===== src/design/jlsp_pkg.sv =====
// ----------------------------------------------------------------------------
// jlsp_pkg
// Widths, register reset values and indexes, and sequencer states of the speed profile block.
// ----------------------------------------------------------------------------
package jlsp_pkg;

	localparam int FIELD_W = 24;
	localparam int SPEED_W = 25;
	localparam int TOTAL_W = 32;
	localparam int CFG_W   = 24;
	localparam int JERK_W  = 24;
	localparam int ALIM_W  = 23;
	localparam int DT_W    = 16;
	localparam int TOL_W   = 16;
	localparam int CMP_W   = 27;
	localparam int MUL_A_W = 26;
	localparam int MUL_B_W = 25;
	localparam int PROD_W  = 51;
	localparam int JDT_W   = 40;
	localparam int SQ_X_W  = 50;
	localparam int ROOT_W  = 25;
	localparam int ACC_W   = 42;

	localparam logic [JERK_W-1:0] JERK_RST = JERK_W'(655360);
	localparam logic [ALIM_W-1:0] ALIM_RST = ALIM_W'(655360);
	localparam logic [DT_W-1:0]   DT_RST   = DT_W'(1311);
	localparam logic [TOL_W-1:0]  TOL_RST  = TOL_W'(6554);

	typedef enum logic [1:0] {
		REG_JERK_LIMIT  = 2'd0,
		REG_ACCEL_LIMIT = 2'd1,
		REG_STEP_TIME   = 2'd2,
		REG_SPEED_TOL   = 2'd3
	} reg_idx_t;

	typedef enum logic [3:0] {
		ST_IDLE,
		ST_JDT,
		ST_CHECK,
		ST_ROOT_MUL,
		ST_ROOT_START,
		ST_ROOT_WAIT,
		ST_CLAMP1,
		ST_CLAMP2,
		ST_ACC_MUL,
		ST_SPD,
		ST_DIST_MUL,
		ST_DIST,
		ST_EMIT
	} state_t;

endpackage


===== src/design/jlsp_in_if.sv =====
// ----------------------------------------------------------------------------
// jlsp_in_if
// Input channel: start speed, start acceleration and target speed.
// ----------------------------------------------------------------------------
interface jlsp_in_if;
	logic                                valid;
	logic                                ready;
	logic signed [jlsp_pkg::FIELD_W-1:0] start_speed;
	logic signed [jlsp_pkg::FIELD_W-1:0] start_accel;
	logic signed [jlsp_pkg::FIELD_W-1:0] target_speed;

	modport source (output valid, output start_speed, output start_accel,
		output target_speed, input ready);
	modport sink (input valid, input start_speed, input start_accel,
		input target_speed, output ready);
endinterface


===== src/design/jlsp_out_if.sv =====
// ----------------------------------------------------------------------------
// jlsp_out_if
// Output channel: one profile step per transfer.
// ----------------------------------------------------------------------------
interface jlsp_out_if;
	logic                                valid;
	logic                                ready;
	logic signed [jlsp_pkg::FIELD_W-1:0] step_distance;
	logic signed [jlsp_pkg::FIELD_W-1:0] step_speed;
	logic signed [jlsp_pkg::TOTAL_W-1:0] total_distance;
	logic                                last;
	logic                                empty_res;
	logic                                truncated;

	modport source (output valid, output step_distance, output step_speed,
		output total_distance, output last, output empty_res, output truncated,
		input ready);
	modport sink (input valid, input step_distance, input step_speed,
		input total_distance, input last, input empty_res, input truncated,
		output ready);
endinterface


===== src/design/jerk_limited_speed_profile.sv =====
// ----------------------------------------------------------------------------
// jerk_limited_speed_profile
// Jerk-limited S-curve speed profile, one step result per output transfer.
// ----------------------------------------------------------------------------
// One input item is taken at a time. After setup, each step uses the
// bit-serial square root, three passes through the single shared multiplier
// and the clamp and update stages, and can be held by an output stall. A run
// ends after at most MAX_STEPS = 64 steps. The input is ready only while the
// sequencer is idle.
module jerk_limited_speed_profile #(
	parameter int MAX_STEPS = 64,
	parameter int FRAC_BITS = 16
) (
	input  logic                          clk,
	input  logic                          arst_n,
	input  logic                          cfg_we,
	input  logic [1:0]                    cfg_index,
	input  logic [jlsp_pkg::CFG_W-1:0]    cfg_data,
	jlsp_in_if.sink                       in_ch,
	jlsp_out_if.source                    out_ch
);

	localparam int CW     = $clog2(MAX_STEPS + 1);
	localparam int FW     = jlsp_pkg::FIELD_W;
	localparam int VW     = jlsp_pkg::SPEED_W;
	localparam int TW     = jlsp_pkg::TOTAL_W;
	localparam int PW     = jlsp_pkg::PROD_W;
	localparam int AW     = jlsp_pkg::ACC_W;
	localparam int KW     = jlsp_pkg::CMP_W;

	localparam logic signed [PW:0]   SPD_MAX = (PW+1)'(2**(VW-1) - 1);
	localparam logic signed [PW:0]   SPD_MIN = -SPD_MAX - (PW+1)'(1);
	localparam logic signed [PW-1:0] FLD_MAX = PW'(2**(FW-1) - 1);
	localparam logic signed [PW-1:0] FLD_MIN = -FLD_MAX - PW'(1);
	localparam logic signed [TW:0]   TOT_MAX = (TW+1)'(33'sh0_7FFF_FFFF);
	localparam logic signed [TW:0]   TOT_MIN = -TOT_MAX - (TW+1)'(1);

	jlsp_pkg::state_t state_q, state_d;

	logic [jlsp_pkg::JERK_W-1:0] jerk_q;
	logic [jlsp_pkg::ALIM_W-1:0] alim_q;
	logic [jlsp_pkg::DT_W-1:0]   dt_q;
	logic [jlsp_pkg::TOL_W-1:0]  tol_q;

	logic signed [VW-1:0] speed_q;
	logic signed [VW-1:0] accel_q;
	logic signed [FW-1:0] target_q;
	logic                 rising_q;
	logic [CW-1:0]        cnt_q;
	logic [CW-1:0]        cnt_nx;
	logic [AW-1:0]        jstep_q;
	logic [AW-1:0]        half_q;
	logic signed [AW-1:0] aim_q;
	logic signed [AW-1:0] hi_q;
	logic signed [AW-1:0] lo_q;
	logic signed [FW-1:0] dist_q;
	logic signed [FW-1:0] spdo_q;
	logic signed [TW-1:0] sum_q;
	logic                 last_q;
	logic                 empty_q;
	logic                 trunc_q;

	logic signed [jlsp_pkg::MUL_A_W-1:0] mul_a;
	logic signed [jlsp_pkg::MUL_B_W-1:0] mul_b;
	logic signed [PW-1:0]                mul_p;
	logic                                sq_start;
	logic                                sq_busy;
	logic [jlsp_pkg::ROOT_W-1:0]         sq_root;
	logic [jlsp_pkg::SQ_X_W-1:0]         sq_x;

	logic signed [KW-1:0] spd_k;
	logic signed [KW-1:0] tgt_k;
	logic signed [KW-1:0] tol_k;
	logic signed [KW-1:0] rem;
	logic signed [KW-1:0] mag;
	logic                 rem_pos;
	logic                 outside;

	logic signed [AW-1:0] acc_s;
	logic signed [AW-1:0] root_s;
	logic signed [AW-1:0] alim_s;
	logic signed [AW-1:0] hi_raw;
	logic signed [AW-1:0] lo_raw;
	logic signed [AW-1:0] aim_raw;
	logic signed [AW-1:0] aim_hi;
	logic signed [AW-1:0] aim_fin;

	logic signed [PW-1:0] shifted;
	logic signed [PW:0]   spd_sum;
	logic signed [VW-1:0] spd_sat;
	logic signed [FW-1:0] dist_sat;
	logic signed [FW-1:0] spdo_sat;
	logic signed [TW:0]   tot_sum;
	logic signed [TW-1:0] tot_sat;

	jlsp_mul u_mul (
		.clk  (clk),
		.a    (mul_a),
		.b    (mul_b),
		.prod (mul_p)
	);

	assign sq_x = {mul_p[jlsp_pkg::SQ_X_W-2:0], 1'b0};

	jlsp_isqrt u_isqrt (
		.clk    (clk),
		.arst_n (arst_n),
		.start  (sq_start),
		.x      (sq_x),
		.busy   (sq_busy),
		.root   (sq_root)
	);

	// band test and remaining change
	assign spd_k   = KW'(speed_q);
	assign tgt_k   = KW'(target_q);
	assign tol_k   = $signed(KW'(tol_q));
	assign rem     = tgt_k - spd_k;
	assign mag     = rem[KW-1] ? -rem : rem;
	assign rem_pos = !rem[KW-1] && (rem != '0);
	assign outside = rising_q ? (spd_k < tgt_k - tol_k) : (spd_k > tgt_k + tol_k);
	assign cnt_nx  = cnt_q + CW'(1);

	// clamp window
	assign acc_s   = AW'(accel_q);
	assign root_s  = $signed(AW'(sq_root));
	assign alim_s  = $signed(AW'(alim_q));
	assign hi_raw  = acc_s + $signed(jstep_q);
	assign lo_raw  = acc_s - $signed(jstep_q);
	assign aim_raw = rem_pos ? root_s - $signed(half_q) : $signed(half_q) - root_s;
	assign aim_hi  = (aim_q > hi_q) ? hi_q : aim_q;
	assign aim_fin = (aim_hi < lo_q) ? lo_q : aim_hi;

	// speed and distance updates
	assign shifted = mul_p >>> FRAC_BITS;
	assign spd_sum = (PW+1)'(speed_q) + (PW+1)'(shifted);

	always_comb begin
		if (spd_sum > SPD_MAX) begin
			spd_sat = VW'(SPD_MAX);
		end else if (spd_sum < SPD_MIN) begin
			spd_sat = VW'(SPD_MIN);
		end else begin
			spd_sat = VW'(spd_sum);
		end
	end

	always_comb begin
		if (shifted > FLD_MAX) begin
			dist_sat = FW'(FLD_MAX);
		end else if (shifted < FLD_MIN) begin
			dist_sat = FW'(FLD_MIN);
		end else begin
			dist_sat = FW'(shifted);
		end
	end

	always_comb begin
		if (speed_q > VW'(FLD_MAX)) begin
			spdo_sat = FW'(FLD_MAX);
		end else if (speed_q < VW'(FLD_MIN)) begin
			spdo_sat = FW'(FLD_MIN);
		end else begin
			spdo_sat = FW'(speed_q);
		end
	end

	assign tot_sum = (TW+1)'(sum_q) + (TW+1)'(dist_sat);

	always_comb begin
		if (tot_sum > TOT_MAX) begin
			tot_sat = TW'(TOT_MAX);
		end else if (tot_sum < TOT_MIN) begin
			tot_sat = TW'(TOT_MIN);
		end else begin
			tot_sat = TW'(tot_sum);
		end
	end

	// next state
	always_comb begin
		state_d = state_q;
		case (state_q)
			jlsp_pkg::ST_IDLE: begin
				if (in_ch.valid) begin
					state_d = jlsp_pkg::ST_JDT;
				end
			end
			jlsp_pkg::ST_JDT:        state_d = jlsp_pkg::ST_CHECK;
			jlsp_pkg::ST_CHECK: begin
				state_d = outside ? jlsp_pkg::ST_ROOT_MUL : jlsp_pkg::ST_EMIT;
			end
			jlsp_pkg::ST_ROOT_MUL:   state_d = jlsp_pkg::ST_ROOT_START;
			jlsp_pkg::ST_ROOT_START: state_d = jlsp_pkg::ST_ROOT_WAIT;
			jlsp_pkg::ST_ROOT_WAIT: begin
				if (!sq_busy) begin
					state_d = jlsp_pkg::ST_CLAMP1;
				end
			end
			jlsp_pkg::ST_CLAMP1:     state_d = jlsp_pkg::ST_CLAMP2;
			jlsp_pkg::ST_CLAMP2:     state_d = jlsp_pkg::ST_ACC_MUL;
			jlsp_pkg::ST_ACC_MUL:    state_d = jlsp_pkg::ST_SPD;
			jlsp_pkg::ST_SPD:        state_d = jlsp_pkg::ST_DIST_MUL;
			jlsp_pkg::ST_DIST_MUL:   state_d = jlsp_pkg::ST_DIST;
			jlsp_pkg::ST_DIST:       state_d = jlsp_pkg::ST_EMIT;
			jlsp_pkg::ST_EMIT: begin
				if (out_ch.ready) begin
					state_d = last_q ? jlsp_pkg::ST_IDLE : jlsp_pkg::ST_ROOT_MUL;
				end
			end
			default:                 state_d = jlsp_pkg::ST_IDLE;
		endcase
	end

	// sequencer outputs
	always_comb begin
		mul_a    = '0;
		mul_b    = '0;
		sq_start = 1'b0;
		case (state_q)
			jlsp_pkg::ST_JDT: begin
				mul_a = jlsp_pkg::MUL_A_W'(dt_q);
				mul_b = jlsp_pkg::MUL_B_W'(jerk_q);
			end
			jlsp_pkg::ST_ROOT_MUL: begin
				mul_a = jlsp_pkg::MUL_A_W'(mag);
				mul_b = jlsp_pkg::MUL_B_W'(jerk_q);
			end
			jlsp_pkg::ST_ROOT_START: begin
				sq_start = 1'b1;
			end
			jlsp_pkg::ST_ACC_MUL: begin
				mul_a = jlsp_pkg::MUL_A_W'(accel_q);
				mul_b = jlsp_pkg::MUL_B_W'(dt_q);
			end
			jlsp_pkg::ST_DIST_MUL: begin
				mul_a = jlsp_pkg::MUL_A_W'(speed_q);
				mul_b = jlsp_pkg::MUL_B_W'(dt_q);
			end
			default: begin
				sq_start = 1'b0;
			end
		endcase
	end

	assign in_ch.ready           = (state_q == jlsp_pkg::ST_IDLE);
	assign out_ch.valid          = (state_q == jlsp_pkg::ST_EMIT);
	assign out_ch.step_distance  = dist_q;
	assign out_ch.step_speed     = spdo_q;
	assign out_ch.total_distance = sum_q;
	assign out_ch.last           = last_q;
	assign out_ch.empty_res      = empty_q;
	assign out_ch.truncated      = trunc_q;

	// control state and registers
	always_ff @(posedge clk or negedge arst_n) begin
		if (!arst_n) begin
			state_q <= jlsp_pkg::ST_IDLE;
			cnt_q   <= '0;
			jerk_q  <= jlsp_pkg::JERK_RST;
			alim_q  <= jlsp_pkg::ALIM_RST;
			dt_q    <= jlsp_pkg::DT_RST;
			tol_q   <= jlsp_pkg::TOL_RST;
		end else begin
			state_q <= state_d;
			if (state_q == jlsp_pkg::ST_IDLE && in_ch.valid) begin
				cnt_q <= '0;
			end else if (state_q == jlsp_pkg::ST_DIST) begin
				cnt_q <= cnt_nx;
			end
			if (cfg_we) begin
				case (jlsp_pkg::reg_idx_t'(cfg_index))
					jlsp_pkg::REG_JERK_LIMIT:  jerk_q <= cfg_data[jlsp_pkg::JERK_W-1:0];
					jlsp_pkg::REG_ACCEL_LIMIT: alim_q <= cfg_data[jlsp_pkg::ALIM_W-1:0];
					jlsp_pkg::REG_STEP_TIME:   dt_q   <= cfg_data[jlsp_pkg::DT_W-1:0];
					jlsp_pkg::REG_SPEED_TOL:   tol_q  <= cfg_data[jlsp_pkg::TOL_W-1:0];
					default: begin
					end
				endcase
			end
		end
	end

	// datapath
	always_ff @(posedge clk) begin
		case (state_q)
			jlsp_pkg::ST_IDLE: begin
				if (in_ch.valid) begin
					speed_q  <= VW'(in_ch.start_speed);
					accel_q  <= VW'(in_ch.start_accel);
					target_q <= in_ch.target_speed;
					rising_q <= in_ch.start_speed < in_ch.target_speed;
					sum_q    <= '0;
				end
			end
			jlsp_pkg::ST_CHECK: begin
				jstep_q <= AW'(mul_p[jlsp_pkg::JDT_W-1:0] >> FRAC_BITS);
				half_q  <= AW'(mul_p[jlsp_pkg::JDT_W-1:0] >> (FRAC_BITS + 1));
				if (!outside) begin
					dist_q  <= '0;
					spdo_q  <= '0;
					sum_q   <= '0;
					last_q  <= 1'b1;
					empty_q <= 1'b1;
					trunc_q <= 1'b0;
				end
			end
			jlsp_pkg::ST_CLAMP1: begin
				aim_q <= aim_raw;
				hi_q  <= (hi_raw > alim_s) ? alim_s : hi_raw;
				lo_q  <= (lo_raw < -alim_s) ? -alim_s : lo_raw;
			end
			jlsp_pkg::ST_CLAMP2: begin
				accel_q <= VW'(aim_fin);
			end
			jlsp_pkg::ST_SPD: begin
				speed_q <= spd_sat;
			end
			jlsp_pkg::ST_DIST: begin
				dist_q  <= dist_sat;
				spdo_q  <= spdo_sat;
				sum_q   <= tot_sat;
				empty_q <= 1'b0;
				last_q  <= (cnt_nx == CW'(MAX_STEPS)) || !outside;
				trunc_q <= (cnt_nx == CW'(MAX_STEPS)) && outside;
			end
			default: begin
			end
		endcase
	end

endmodule


===== src/design/jlsp_mul.sv =====
// ----------------------------------------------------------------------------
// jlsp_mul
// Shared signed multiplier with registered product.
// ----------------------------------------------------------------------------
module jlsp_mul (
	input  logic                                clk,
	input  logic signed [jlsp_pkg::MUL_A_W-1:0] a,
	input  logic signed [jlsp_pkg::MUL_B_W-1:0] b,
	output logic signed [jlsp_pkg::PROD_W-1:0]  prod
);

	logic signed [jlsp_pkg::PROD_W-1:0] prod_q;

	always_ff @(posedge clk) begin
		prod_q <= jlsp_pkg::PROD_W'(a) * jlsp_pkg::PROD_W'(b);
	end

	assign prod = prod_q;

endmodule


===== src/design/jlsp_isqrt.sv =====
// ----------------------------------------------------------------------------
// jlsp_isqrt
// Integer square root, one result bit per cycle (floor).
// ----------------------------------------------------------------------------
module jlsp_isqrt (
	input  logic                               clk,
	input  logic                               arst_n,
	input  logic                               start,
	input  logic [jlsp_pkg::SQ_X_W-1:0]        x,
	output logic                               busy,
	output logic [jlsp_pkg::ROOT_W-1:0]        root
);

	localparam int XW = jlsp_pkg::SQ_X_W;

	logic          busy_q;
	logic [XW-1:0] x_q;
	logic [XW-1:0] r_q;
	logic [XW-2:0] bit_q;
	logic [XW:0]   trial;
	logic          take;

	assign trial = (XW+1)'(r_q) + (XW+1)'(bit_q);
	assign take  = (XW+1)'(x_q) >= trial;

	always_ff @(posedge clk or negedge arst_n) begin
		if (!arst_n) begin
			busy_q <= 1'b0;
		end else if (start) begin
			busy_q <= 1'b1;
		end else if (busy_q && bit_q[0]) begin
			busy_q <= 1'b0;
		end
	end

	always_ff @(posedge clk) begin
		if (start) begin
			x_q   <= x;
			r_q   <= '0;
			bit_q <= {1'b1, {(XW-2){1'b0}}};
		end else if (busy_q) begin
			if (take) begin
				x_q <= XW'((XW+1)'(x_q) - trial);
				r_q <= (r_q >> 1) + XW'(bit_q);
			end else begin
				r_q <= r_q >> 1;
			end
			bit_q <= bit_q >> 2;
		end
	end

	assign busy = busy_q;
	assign root = r_q[jlsp_pkg::ROOT_W-1:0];

endmodule


===== src/flat_wrapper.sv =====
// flat-port wrapper written by rule: the top's interface ports become plain ports
module jerk_limited_speed_profile_flat 
#(
	parameter int MAX_STEPS = 64,
	parameter int FRAC_BITS = 16
)
  (clk, arst_n, cfg_we, cfg_index, cfg_data, in_ch_valid, in_ch_start_speed, in_ch_start_accel, in_ch_target_speed, in_ch_ready, out_ch_valid, out_ch_step_distance, out_ch_step_speed, out_ch_total_distance, out_ch_last, out_ch_empty_res, out_ch_truncated, out_ch_ready);
  jlsp_in_if in_ch_i ();
  jlsp_out_if out_ch_i ();
  input  logic clk;
  input  logic arst_n;
  input  logic cfg_we;
  input  logic [1:0] cfg_index;
  input  logic [jlsp_pkg::CFG_W-1:0] cfg_data;
  input wire logic [$bits(in_ch_i.valid)-1:0] in_ch_valid;
  input wire logic [$bits(in_ch_i.start_speed)-1:0] in_ch_start_speed;
  input wire logic [$bits(in_ch_i.start_accel)-1:0] in_ch_start_accel;
  input wire logic [$bits(in_ch_i.target_speed)-1:0] in_ch_target_speed;
  output wire logic [$bits(in_ch_i.ready)-1:0] in_ch_ready;
  output wire logic [$bits(out_ch_i.valid)-1:0] out_ch_valid;
  output wire logic [$bits(out_ch_i.step_distance)-1:0] out_ch_step_distance;
  output wire logic [$bits(out_ch_i.step_speed)-1:0] out_ch_step_speed;
  output wire logic [$bits(out_ch_i.total_distance)-1:0] out_ch_total_distance;
  output wire logic [$bits(out_ch_i.last)-1:0] out_ch_last;
  output wire logic [$bits(out_ch_i.empty_res)-1:0] out_ch_empty_res;
  output wire logic [$bits(out_ch_i.truncated)-1:0] out_ch_truncated;
  input wire logic [$bits(out_ch_i.ready)-1:0] out_ch_ready;
  assign in_ch_i.valid = in_ch_valid;
  assign in_ch_i.start_speed = in_ch_start_speed;
  assign in_ch_i.start_accel = in_ch_start_accel;
  assign in_ch_i.target_speed = in_ch_target_speed;
  assign in_ch_ready = in_ch_i.ready;
  assign out_ch_valid = out_ch_i.valid;
  assign out_ch_step_distance = out_ch_i.step_distance;
  assign out_ch_step_speed = out_ch_i.step_speed;
  assign out_ch_total_distance = out_ch_i.total_distance;
  assign out_ch_last = out_ch_i.last;
  assign out_ch_empty_res = out_ch_i.empty_res;
  assign out_ch_truncated = out_ch_i.truncated;
  assign out_ch_i.ready = out_ch_ready;
  jerk_limited_speed_profile #(.MAX_STEPS(MAX_STEPS), .FRAC_BITS(FRAC_BITS)) u_core (.clk(clk), .arst_n(arst_n), .cfg_we(cfg_we), .cfg_index(cfg_index), .cfg_data(cfg_data), .in_ch(in_ch_i), .out_ch(out_ch_i));
endmodule

===== config.mk =====
export PLATFORM = sky130hd
export DESIGN_NAME = jerk_limited_speed_profile_flat
export DESIGN_NICKNAME = d
export VERILOG_FILES = /design/src/design/jlsp_pkg.sv /design/src/design/jlsp_in_if.sv /design/src/design/jlsp_out_if.sv /design/src/design/jerk_limited_speed_profile.sv /design/src/design/jlsp_mul.sv /design/src/design/jlsp_isqrt.sv /design/src/flat_wrapper.sv
export SDC_FILE = /design/constraint.sdc
export NUM_CORES = 2
export LEC_CHECK = 0
export BUFFER_PORTS_ARGS = -buffer_cell sky130_fd_sc_hd__buf_2
export CAP_MARGIN = 30
export CORE_UTILIZATION = 46
export CTS_CLUSTER_DIAMETER = 120
export DETAILED_ROUTE_END_ITERATION = 8
export GPL_TIMING_DRIVEN = 1
export PLACE_DENSITY = 0.62
export SLEW_MARGIN = 15
export SYNTH_ARGS = -nofsm -noshare
export SYNTH_HDL_FRONTEND = slang
export SYNTH_SLANG_ARGS = --single-unit

===== constraint.sdc =====
create_clock -name clk -period 11.2 [get_ports clk]
set_clock_uncertainty 0.1 [all_clocks]
set_input_delay 2.24 -clock clk [delete_from_list [all_inputs] [get_ports clk]]
set_output_delay 2.24 -clock clk [all_outputs]
set_load 0.005 [all_outputs]

==> impl_metrics.csv <==
group,metric,value,unit
timing,post-route-worst-setup-slack,0.354,ns
timing,tightestPinTransition,1.15,ns
final_layout,area_growth_from_synthesis_to_layout,9.42,%
yosys,synth.ff_latch_count,542,
global_route,grt_antenna_before_repair,23,
yosys,synth_top_flop_cell,"edfxtp_1",
final_layout,final-instance-count-excl-fill,9700,
flow_run,maxCapViolCount,0,
critical_path,critical_path.top_delay_family,"adder cells",
critical_path,cp.arrival,11.36,ns
timing,max_freq,0.0922,GHz
yosys,post-synth-top-area-cell,"fa_1",
critical_path,crit_fanout,8,
detailed_routing,detail_route.iter0.violations,5180,
placed_design,place_area,0.0714,mm^2
yosys,synth_async_sr_flop_share,16.8,%
pwr,fraction_of_power_spent_switching_nets,53.0,%
final_layout,fin_nets,9147,
yosys,synthesis.instances,7561,
placed_design,hpwlAfterDp,192000,um
die,floorplan.die_area,0.149,mm^2
detailed_routing,drtPass1Iterations,7,
yosys,synth.cells.most_frequent,"inv_1 (1102), ha_1 (668), fa_1 (665), nand2_1 (652), nor2_1 (632)",
critical_path,worstSetupStartpointType,"flip-flop",
final_layout,finish.instance_area,0.0741,mm^2
global_route,gr_overflow_total,0,
detailed_routing,drc,0,
clock_tree,clock_tree.htree_level_count,3,
pwr,power_density,315,mW/mm^2
critical_path,reg2reg_depth,41,
final_layout,nFillCells,13800,
clock_tree,ctsLongestPathBuffers,3,
critical_path,crit_path_top_delay_cell,"or4_1",
yosys,synth_enable_flop_cells,324,
detailed_routing,number_of_nets_with_antenna_violations_after_routing,0,
yosys,synth.yosys.seq_area_share,21.5,%
yosys,yosys.cell_types.count,96,
clock_tree,clock-sinks,542,
hold_path,cell_count_of_the_worst_hold_path,2,
yosys,synthesis.area_per_instance,8.96,um^2
critical_path,cp-end-kind,"flip-flop",
global_route,maximum_number_of_pins_on_one_net_before_global_route_repair,77,
pwr,power.combinational.fraction,72.8,%
timing,worst_slew_margin_rel,23.0,%
detailed_routing,dr_total_vias,57000,
pwr,p_seq_share,16.9,%
pwr,cell_internal_pwr,0.0110,W
placed_design,gp_congestion,0.983,
clock_tree,clock_transition_at_the_registers_of_the_reported_paths,0.06,ns
timing,finalWorstPathRequiredPeriod,10.85,ns
clock_tree,clockRootBuffer,"clkbuf_16",
hold_path,hold_class,"reg2reg",
die,area_of_the_core,0.146,mm^2
pwr,p_leak,34.4,nW
critical_path,critical-path-max-stage-delay,0.59,ns
timing,final-setup-viol-count,0,
pwr,max-vdd-ir-drop,229,uV
final_layout,post_route_cells_drive_above_1_share,10.1,%
hold_path,worst_hold_startpoint,"u_core.u_isqrt.x_q[0]",
pwr,p_sw,0.0124,W
global_route,first_global_vias,56200,
critical_path,cp.buffers_inverters,10,
critical_path,critPathKind,"reg2reg",
detailed_routing,post_drt_wl_per_cell,24.6,um
pwr,post-layout-total-power,0.0234,W
yosys,syn-cell-area,0.0677,mm^2
placed_design,placed_cells,9540,
placed_design,buffer_ports.inserted,187,
yosys,synth.yosys.warnings,0,
detailed_routing,routed_wirelength,239000,um
clock_tree,clk-insertion-delay-late,0.69,ns
timing,finalHoldViolations,0,
yosys,netlist_top_cells_area,"fa_1 (20%), edfxtp_1 (14%), ha_1 (12%)",
timing,worst_hold_slack,0.372,ns
die,pin_count,188,
clock_tree,cts-buffers-inserted,71,
pwr,power.clock.fraction,10.2,%
critical_path,worstPathRequired,11.71,ns
hold_path,hold-path-endpoint,"u_core.u_isqrt.x_q[0]",
die,num_rows,140,
clock_tree,cts_tree,"built",
die,initial_utilization,46.4,%
yosys,synth_top_area_share,19.7,%
detailed_routing,viasPerCell,5.88,
die,die-height,386,um
critical_path,worstReg2RegStart,"u_core.target_q[0]",
global_route,groute.usage.overall,32.0,%
timing,layout_worst_path_cycle_share,96.8,%
critical_path,setup.reg_to_reg.worst_slack,0.35,ns
timing,timing_max_transition_violations_final,0,
yosys,yosys.cell_count.top_type,"inv_1",
yosys,synth_fp_nets,8997,
global_route,grt_pass1_wl,352000,um
die,die_width,386,um
placed_design,dp_slack,0.0479,ns
status,status,"complete, no violations",
critical_path,r2r-end,"u_core.u_mul.prod[36]",
[registers in the layout, indices dropped and copies added (netlist names), 23 cells and up]
| name | count |
|---|---|
| u_core.u_isqrt.bit_q | 25 |
| u_core.target_q | 24 |
| u_core.out_ch.step_distance | 24 |
| u_core.jerk_q | 24 |
| u_core.jstep_q | 24 |
| u_core.hi_q | 26 |
| u_core.accel_q | 25 |
| u_core.u_mul.prod | 51 |
| u_core.out_ch.total_distance | 32 |
| u_core.u_isqrt.x_q | 50 |
| u_core.u_isqrt.r_q | 50 |
| u_core.speed_q | 25 |
| u_core.out_ch.step_speed | 24 |
| u_core.alim_q | 23 |
| u_core.aim_q | 26 |
| u_core.lo_q | 41 |
[per-layer routing]
metal  part of all wire, %  vias up  GRT usage, %
met5                 0.024        -             0
met4                   5.8        8          16.4
met3                   7.6      578          6.23
met2                    48     2117          53.5
met1                    39    28200          39.1
li1                      -    26000             -
[worst max path at each step]
| stage | cells past startpoint | startpoint | endpoint | slack, ns |
|---|---|---|---|---|
| after floorplan | 38 | u_core.speed_q[0] | u_core.u_mul.prod[47] | 0.98 |
| after global placement | 39 | u_core.target_q[0] | u_core.u_mul.prod[47] | 0.15 |
| after detailed placement | 39 | u_core.target_q[0] | u_core.u_mul.prod[47] | 0.05 |
| after CTS | 39 | u_core.target_q[0] | u_core.u_mul.prod[47] | 0.02 |
| after global routing | 41 | u_core.target_q[0] | u_core.u_mul.prod[48] | -0.02 |
| final | 41 | u_core.target_q[0] | u_core.u_mul.prod[36] | 0.35 |
[kinds of logic after synthesis]
family,Yosys count,share of synthesized area [%]
flip-flops,542,21.5
XOR/XNOR,400,5.17
adder cells (fa/ha/maj),1333,32.0
multiplexers,240,3.84
AND/OR/NAND/NOR,1988,13.4
buffers and inverters,1418,7.98
AO/OA/AOI/OAI,1640,16.1
[stage by stage]
step | setup TNS [ns] | utilization, %
3_3_place_gp | 0 | 48.9
3_5_place_dp | 0 | 49.0
2_1_floorplan | 0 | -
6_report | 0 | 50.8
5_1_grt | -0.0178 | 50.8
4_1_cts | 0 | 50.6
[what timing repair did]
item                                   CTS  global route
hold buffers                             0             0
setup endpoints to repair                0            11
endpoints found under the hold margin    0             0
gates resized for setup                  0            16
setup buffers                            0             8
[cell usage in the layout (no fill, tap or decap), drive strengths merged, types with 159 or more instances in the layout]
cell / instances
mux2: 159
a21oi: 376
nand2: 653
fa: 665
inv: 1108
nor2: 632
xnor2: 248
buf: 391
o21ai: 336
ha: 668
a21o: 212
edfxtp: 324
[cell type report]
| cell class | count | area, um^2 | share of cell area, % |
|---|---|---|---|
| multi-input cells | 5601 | 48000 | 64.8 |
| flip-flops and latches | 542 | 14600 | 19.7 |
| inverters | 1103 | 4140 | 5.59 |
| repair buffers | 392 | 2560 | 3.46 |
| well taps | 1917 | 2400 | 3.24 |
| clock buffers | 101 | 2070 | 2.79 |
| clock inverters | 30 | 320 | 0.432 |
| diodes | 14 | 35.0 | 0.0473 |
[tightest hold or removal path, stage by stage, from the launching register on]
cell and delay (ns):
dfxtp_1 0.31, nand3_1 0.06, o31ai_1 0.05
[power by group through the flow]
stage	clock network, W	logic, W	registers [W]
after floorplan	0	0.0119	0.00356
after global placement	0	0.0165	0.00395
after detailed placement	0	0.0167	0.00396
after CTS	0.00242	0.0168	0.00393
after global routing	0.00250	0.0187	0.00400
final	0.00239	0.0170	0.00395
(Power assumes the default switching activity.)
